==> src/rtl/pcso_pkg.sv <==
`timescale 1ns / 1ps

package pcso_pkg;

   localparam int CHAN_W    = 8;
   localparam int NUM_CHAN  = 4;
   localparam int PIXEL_W   = CHAN_W * NUM_CHAN;
   localparam int PROD_W    = 2 * CHAN_W;
   localparam int ALPHA_IDX = NUM_CHAN - 1;

   localparam logic [CHAN_W-1:0] CHAN_MAX  = 8'hff;
   localparam logic [CHAN_W-1:0] CHAN_ZERO = 8'h00;

   // request payload: src_pixel, dst_pixel, coverage from the lowest bit up
   localparam int REQ_DATA_W = 2 * PIXEL_W + CHAN_W;

   typedef logic [NUM_CHAN-1:0][CHAN_W-1:0] pixel_type;
   typedef logic [NUM_CHAN-1:0][PROD_W-1:0] prod_type;

   // floor((x + 127) / 255) for x up to 255*255
   function automatic logic [CHAN_W-1:0] div255(input logic [PROD_W-1:0] x);
      logic [PROD_W:0] t;
      logic [PROD_W:0] r;
      t = {1'b0, x} + (PROD_W+1)'(128);
      r = t + (t >> CHAN_W);
      return r[PROD_W-1:CHAN_W];
   endfunction

endpackage

==> src/rtl/premultiplied_coverage_source_over_top.sv <==
`timescale 1ns / 1ps

// channel | direction | transfer when          | payload
// req     | in        | req_tvalid & req_tready | src_pixel, dst_pixel, coverage
// rsp     | out       | rsp_tvalid & rsp_tready | out_pixel
//
// four register stages: coverage multiply, divide by 255 and select,
// inverse-alpha multiply, divide, add, saturate and select into the output register.
// one pixel per clock sustained while rsp_tready stays high; a request passes the stage
// registers a, b, c and d in order before its result is offered on rsp_tvalid.
// each stage holds its item while the next is full and stalled, so nothing is lost.
// reset is synchronous and clears only the stage valid bits.

module premultiplied_coverage_source_over_top (
   input  logic                      clock,
   input  logic                      reset,
   input  logic                      req_tvalid,
   output logic                      req_tready,
   // src_pixel [31:0], dst_pixel [63:32], coverage [71:64]
   input  logic [pcso_pkg::REQ_DATA_W-1:0] req_tdata,
   output logic                      rsp_tvalid,
   input  logic                      rsp_tready,
   // out_pixel [31:0]
   output logic [pcso_pkg::PIXEL_W-1:0]    rsp_tdata
);
   import pcso_pkg::*;

   pixel_type          req_src;
   pixel_type          req_dst;
   logic [CHAN_W-1:0]  req_cov;

   assign req_src = req_tdata[PIXEL_W-1:0];
   assign req_dst = req_tdata[2*PIXEL_W-1:PIXEL_W];
   assign req_cov = req_tdata[REQ_DATA_W-1:2*PIXEL_W];

   // stage valid bits and ready chain
   logic a_vld_ff, b_vld_ff, c_vld_ff, d_vld_ff;
   logic a_vld_in, b_vld_in, c_vld_in, d_vld_in;
   logic rdy_a, rdy_b, rdy_c, rdy_d;

   assign rdy_d = !d_vld_ff || rsp_tready;
   assign rdy_c = !c_vld_ff || rdy_d;
   assign rdy_b = !b_vld_ff || rdy_c;
   assign rdy_a = !a_vld_ff || rdy_b;
   assign req_tready = rdy_a;

   assign a_vld_in = rdy_a ? req_tvalid : a_vld_ff;
   assign b_vld_in = rdy_b ? a_vld_ff   : b_vld_ff;
   assign c_vld_in = rdy_c ? b_vld_ff   : c_vld_ff;
   assign d_vld_in = rdy_d ? c_vld_ff   : d_vld_ff;

   always_ff @(posedge clock) begin
      if (reset) begin
         a_vld_ff <= 1'b0;
         b_vld_ff <= 1'b0;
         c_vld_ff <= 1'b0;
         d_vld_ff <= 1'b0;
      end else begin
         a_vld_ff <= a_vld_in;
         b_vld_ff <= b_vld_in;
         c_vld_ff <= c_vld_in;
         d_vld_ff <= d_vld_in;
      end
   end

   // stage a: source times coverage
   prod_type  a_prod_ff,  a_prod_in;
   pixel_type a_src_ff,   a_dst_ff;
   logic      a_zero_ff,  a_zero_in;
   logic      a_pass_ff,  a_pass_in;

   always_comb begin
      for (int i = 0; i < NUM_CHAN; i++) begin
         a_prod_in[i] = PROD_W'(req_src[i]) * PROD_W'(req_cov);
      end
      a_zero_in = (req_cov == CHAN_ZERO) || (req_src[ALPHA_IDX] == CHAN_ZERO);
      a_pass_in = (req_cov == CHAN_MAX);
   end

   always_ff @(posedge clock) begin
      if (rdy_a) begin
         a_prod_ff <= a_prod_in;
         a_src_ff  <= req_src;
         a_dst_ff  <= req_dst;
         a_zero_ff <= a_zero_in;
         a_pass_ff <= a_pass_in;
      end
   end

   // stage b: scaled source
   pixel_type b_scl_ff, b_scl_in;
   pixel_type b_dst_ff;

   always_comb begin
      for (int i = 0; i < NUM_CHAN; i++) begin
         if (a_zero_ff) begin
            b_scl_in[i] = CHAN_ZERO;
         end else if (a_pass_ff) begin
            b_scl_in[i] = a_src_ff[i];
         end else begin
            b_scl_in[i] = div255(a_prod_ff[i]);
         end
      end
   end

   always_ff @(posedge clock) begin
      if (rdy_b) begin
         b_scl_ff <= b_scl_in;
         b_dst_ff <= a_dst_ff;
      end
   end

   // stage c: destination times inverse scaled alpha
   prod_type          c_prod_ff, c_prod_in;
   pixel_type         c_scl_ff,  c_dst_ff;
   logic              c_sa0_ff,  c_sa0_in;
   logic              c_sa255_ff, c_sa255_in;
   logic [CHAN_W-1:0] inv_alpha;

   always_comb begin
      inv_alpha = CHAN_MAX - b_scl_ff[ALPHA_IDX];
      for (int i = 0; i < NUM_CHAN; i++) begin
         c_prod_in[i] = PROD_W'(b_dst_ff[i]) * PROD_W'(inv_alpha);
      end
      c_sa0_in   = (b_scl_ff[ALPHA_IDX] == CHAN_ZERO);
      c_sa255_in = (b_scl_ff[ALPHA_IDX] == CHAN_MAX);
   end

   always_ff @(posedge clock) begin
      if (rdy_c) begin
         c_prod_ff  <= c_prod_in;
         c_scl_ff   <= b_scl_ff;
         c_dst_ff   <= b_dst_ff;
         c_sa0_ff   <= c_sa0_in;
         c_sa255_ff <= c_sa255_in;
      end
   end

   // stage d: add, saturate, select into the output register
   pixel_type d_out_ff, d_out_in;

   always_comb begin
      logic [CHAN_W:0] sum;
      for (int i = 0; i < NUM_CHAN; i++) begin
         sum = {1'b0, c_scl_ff[i]} + {1'b0, div255(c_prod_ff[i])};
         if (c_sa0_ff) begin
            d_out_in[i] = c_dst_ff[i];
         end else if (c_sa255_ff) begin
            d_out_in[i] = c_scl_ff[i];
         end else if (sum[CHAN_W]) begin
            d_out_in[i] = CHAN_MAX;
         end else begin
            d_out_in[i] = sum[CHAN_W-1:0];
         end
      end
   end

   always_ff @(posedge clock) begin
      if (rdy_d) begin
         d_out_ff <= d_out_in;
      end
   end

   assign rsp_tvalid = d_vld_ff;
   assign rsp_tdata  = d_out_ff;

   // a zero source alpha or zero coverage must scale to the all-zero pixel
   a_zero_scales_to_zero: assert property (@(posedge clock) disable iff (reset)
      (a_vld_ff && rdy_b && a_zero_ff) |=> (b_scl_ff == '0))
      else $error("zero coverage or alpha did not give a zero scaled pixel");

   // transparent scaled source returns the destination
   a_clear_source_keeps_dst: assert property (@(posedge clock) disable iff (reset)
      (c_vld_ff && rdy_d && c_sa0_ff) |=> (rsp_tdata == $past(c_dst_ff)))
      else $error("transparent source did not return the destination");

   // an accepted request always occupies the first stage
   a_accept_fills_stage: assert property (@(posedge clock) disable iff (reset)
      (req_tvalid && req_tready) |=> a_vld_ff)
      else $error("accepted transfer lost at the first stage");

   // a stalled full pipe must not take new requests
   a_full_stall_blocks: assert property (@(posedge clock) disable iff (reset)
      (a_vld_ff && b_vld_ff && c_vld_ff && d_vld_ff && !rsp_tready) |-> !req_tready)
      else $error("request taken while the pipeline is full and stalled");

endmodule

==> config.mk <==
export PLATFORM = sky130hd
export DESIGN_NAME = premultiplied_coverage_source_over_top
export DESIGN_NICKNAME = d
export VERILOG_FILES = /design/src/rtl/pcso_pkg.sv /design/src/rtl/premultiplied_coverage_source_over_top.sv
export SDC_FILE = /design/constraint.sdc
export NUM_CORES = 2
export LEC_CHECK = 0
export ABC_CLOCK_PERIOD_IN_PS = 7900
export BUFFER_PORTS_ARGS = -buffer_cell sky130_fd_sc_hd__buf_2
export CORE_AREA = 2 2 254 256
export CTS_CLUSTER_SIZE = 24
export DETAILED_ROUTE_END_ITERATION = 10
export DIE_AREA = 0 0 256 258
export PLACE_DENSITY_LB_ADDON = 0.12
export SKIP_CTS_REPAIR_TIMING = 1
export SYNTH_ARGS = -nofsm -noshare
export SYNTH_HDL_FRONTEND = slang
export SYNTH_SLANG_ARGS = --single-unit
==> constraint.sdc <==
create_clock -name clock -period 7.9 [get_ports clock]
set_clock_uncertainty 0.1 [all_clocks]
set_input_delay 1.58 -clock clock [delete_from_list [all_inputs] [get_ports clock]]
set_output_delay 1.58 -clock clock [all_outputs]
set_load 0.1 [all_outputs]
# ---- Word level (Yosys, flattened, before mapping)
# Index checks and enable logic that the tools add are counted.
dict set report word_totals {
  inputBits 76
  ff_bits 360
  word_cells 103
}
dict set report op_classes {
  addsub 21
  mul 8
  mux 16
  reduce_logical 12
  eq_ne 2
}
# cell count
set ops {}
lappend ops {{$add A16 B8 Y17 const B} 8}
lappend ops {{$add A16 B9 Y16} 8}
lappend ops {{$mul A8 B8 Y16} 8}
lappend ops {{$mux W8} 16}
lappend ops {{$add A8 B8 Y9} 4}
lappend ops {{$logic_not A8 Y1} 3}
lappend ops {{$eq A8 B8 Y1 const B} 2}
lappend ops {{$sub A8 B8 Y8 const A} 1}
lappend ops {{$logic_or A1 B1 Y1} 5}
lappend ops {{$logic_not A1 Y1} 4}

# ---- Logic depth before layout (Yosys ltp)
dict set report logic_depth {
  ltp_word 6
  depth_mapped 20
  depth_no_buf 20
}

# ---- Worst setup path before layout
# No wires, ideal clock.
dict set report synth_timing {
  path_kind {input-to-output}
  start {in rsp_tready}
  end {out req_tready}
  slack_ps 1007
  path_stages 3
  arrival_time_ps 5213
  t_required_ps 6220
  path_cell_list {nor2b_1 > and3_1 > nand2_1}
}
dict set report synth_between {
  elab_chain_len 4
}
# item line_no
set synth_rtl {}
lappend synth_rtl {{start: declaration} premultiplied_coverage_source_over_top.sv:22} ;# input logic rsp_tready,
lappend synth_rtl {{$logic_or A1 B1 Y1} premultiplied_coverage_source_over_top.sv:41} ;# assign rdy_d = !d_vld_ff || rsp_tready;
lappend synth_rtl {{$logic_or A1 B1 Y1} premultiplied_coverage_source_over_top.sv:42} ;# assign rdy_c = !c_vld_ff || rdy_d;
lappend synth_rtl {{$logic_or A1 B1 Y1} premultiplied_coverage_source_over_top.sv:43} ;# assign rdy_b = !b_vld_ff || rdy_c;
lappend synth_rtl {{$logic_or A1 B1 Y1} premultiplied_coverage_source_over_top.sv:44} ;# assign rdy_a = !a_vld_ff || rdy_b;
lappend synth_rtl {{end: declaration} premultiplied_coverage_source_over_top.sv:18} ;# output logic req_tready,
# Every way passes these cells.

==> results.py <==
metrics = {
    "timing": {
        "setup_viol_count_final": 0,
        "hold_viol_final": 0,
        "min_period_over_period": 0.724,
        "period_needed_ns": 5.72,
        "fmax_mhz": 175,
        "slew_viol_final": 0,
        "hold_ws_ns": 0.316,
        "worstMarginPinSlew_ns": 0.970,
        "finalSetupTns_ns": 0,
        "relSlewSlack": 0.351,
        "rsz0062_at_grt": "false",
    },
    "floorplanning": {
        "die_x_um": 256,
        "die-height_um": 258,
        "rows": 93,
        "initial_utilization": 0.522,
        "io_pins": 110,
        "die_area_sq_um": 66000,
        "fp.coreArea_sq_um": 63600,
    },
    "clock_network": {
        "htreeDepth": 2,
        "cts_buffers": 41,
        "clockBufferDepth": 3,
        "cts_num_sinks": 360,
        "clk_pin_slew_worst_paths_ns": 0.06,
        "cts_tree": "yes",
        "cts_root_buffer": "clkbuf_16",
        "clk_latency_ns": 0.57,
    },
    "yosys": {
        "async_flop_share": 0,
        "synth.cell_area_sq_um": 33200,
        "synth_cell_type_count": 64,
        "ys_warn_count": 0,
        "synth_edf_count": 356,
        "syn-instance-count": 3185,
        "ys_seq_area_frac": 0.324,
        "syn_area_per_cell_sq_um": 10.4,
        "synth_fp_nets": 3945,
        "ys_ff_latch": 360,
        "synth_top_flop_cell": "edfxtp_1",
    },
    "global_route": {
        "track_usage": 0.222,
        "grt_pass1_vias": 23860,
        "grt_start_max_net_pins": 72,
        "gr-total-overflow": 0,
        "grt_pass1_wl_um": 120000,
        "grt_antenna_before_repair": 0,
    },
    "route": {
        "ant_nets": 0,
        "wirelength_um": 71400,
        "drtIter0Drc": 1340,
        "drtPass1Iterations": 5,
        "drc_errors": 0,
        "via_per_inst": 5.49,
        "vias": 22833,
        "wl_per_cell_um": 17.2,
    },
    "cells_and_area": {
        "fin_util": 0.566,
        "area_delta_synth_final_pct": 8.50,
        "drive_gt1_frac": 0.0669,
        "final_nets": 4033,
        "fin_cells": 4160,
        "fill_cells": 5530,
    },
    "critical_path": {
        "ff2ff_path_depth": 14,
        "required_ns": 8.11,
        "cp_max_fo": 34,
        "worstPathCellList": "buf_2 > nand2_1 > fa_1 > inv_1 > fa_1 > fa_1 > inv_1 > fa_1 > inv_1 > ha_1 > or3_1 > o21ai_0 > a21oi_1 > a211oi_1 > a21oi_1 > xnor2_1",
        "criticalPathCategory": "in2reg",
        "cp-start-kind": "input port",
        "cp.arrival_ns": 5.93,
        "crit_top_cell": "fa_1",
        "endpoint_kind": "register",
        "max_stage_delay_ns": 0.59,
        "cpMaxStageDelayCell": "fa_1",
    },
    "worst_hold_path": {
        "hold_path_class": "reg2reg",
        "whs_path_depth": 0,
    },
    "placement": {
        "hpwl_um": 53800,
        "placedCellCount": 4085,
        "port_buffers": 109,
        "gp_congestion": 0.876,
    },
    "outcome": {
        "status": "completed",
    },
    "job": {
        "maxCapViolations": 0,
    },
}
==> stage by stage <==
stage	cell area, sq um	setup slack, ns
floorplan	33200	1.01
CTS	36100	2.20
finish	36100	2.18
global route	36100	1.88
global placement	34700	1.70
detailed placement	34700	1.57
==> synthesized netlist by cell type, types with 76 or more instances <==
library cell  count  area share
xnor2_1         148       0.039
inv_1           438       0.049
o21ai_0          76       0.011
ha_1            392        0.15
fa_1            292        0.18
nor2b_1         163       0.031
edfxtp_1        356        0.32
nor2_1          138       0.016
a21oi_1         103       0.016
nand2b_1        134       0.025
nand2_1         254       0.029
and2_1          133       0.025
==> path summary, 6_finish.rpt <==
kind                                       to          start  slack (ns)
worst max-delay path            a_prod_ff[31]  req_tdata[66]        2.18
worst min-delay path             b_dst_ff[18]   a_dst_ff[18]        0.32
worst max register to register  c_prod_ff[31]   b_scl_ff[30]        2.71
worst min register to register   b_dst_ff[18]   a_dst_ff[18]        0.32
==> cell usage in the layout (no fill, tap or decap), types with 8 or more instances in the layout <==
cell type / instances
buf_4: 16
and2_1: 133
nand3_1: 62
nand2b_1: 134
o32ai_1: 10
buf_2: 109
or4_1: 8
o41ai_1: 11
nand2_1: 252
nor3_1: 29
o21a_1: 37
and3_1: 22
nor4_1: 8
a211oi_1: 24
ha_1: 392
o21ai_0: 76
xnor2_1: 148
or3_1: 13
a21o_1: 18
clkinv_1: 9
or2_2: 12
nor2b_1: 163
nand4_1: 30
nor2_1: 138
xor2_1: 38
edfxtp_1: 356
fa_1: 292
inv_1: 437
o31ai_1: 18
o22ai_1: 37
clkbuf_16: 42
a21oi_1: 103
and4_1: 8
==> final cells by class <==
| cell class | instances | area (sq um) | share of cell area |
|---|---|---|---|
| Timing Repair Buffer | 125 | 666 | 0.0185 |
| Tap cell | 855 | 1070 | 0.0297 |
| Multi-Input combinational cell | 2306 | 20500 | 0.569 |
| Sequential cell | 360 | 10800 | 0.299 |
| Clock buffer | 47 | 1070 | 0.0297 |
| Clock inverter | 27 | 302 | 0.00836 |
| Inverter | 439 | 1650 | 0.0457 |
| Antenna cell | 1 | 2.50 | 0.0000694 |
==> kinds of logic (layout without fill, tap and decap cells) <==
group,after synthesis,in the layout,share of synthesized area
compound gates,408,408,0.0815
xor+xnor,189,189,0.0505
fa+ha+maj,684,684,0.323
buf+inv,519,638,0.0586
flops,360,360,0.324
other cells,0,1,0
simple gates,1025,1025,0.162
==> critical path, delay by kind of cell <==
kind	cells	cell delay, ns
and+or+nand+nor	2	0.58
AOI/OAI and AO/OA	4	0.65
xor gates and xnor gates	1	0.14
buffers and inverters	4	0.70
adders and majority gates	5	2.26
==> layer usage <==
metal / track usage / up-vias / routed length [um]
li1: - / 10931 / -
met1: 0.286 / 11354 / 31200
met2: 0.395 / 438 / 36000
met3: 0.0261 / 110 / 2510
met4: 0.0608 / 0 / 1700
met5: 0 / - / 0
==> state kept, by name, summed over array words and instances (netlist names), 32 cells and up <==
signal / flops
a_dst_ff: 32
a_prod_ff: 64
a_src_ff: 32
b_dst_ff: 32
b_scl_ff: 32
c_dst_ff: 32
c_prod_ff: 64
c_scl_ff: 32
rsp_tdata: 32
Power is not shown: default switching activity piles up to over one toggle a cycle in this logic, so the estimate is an artifact.
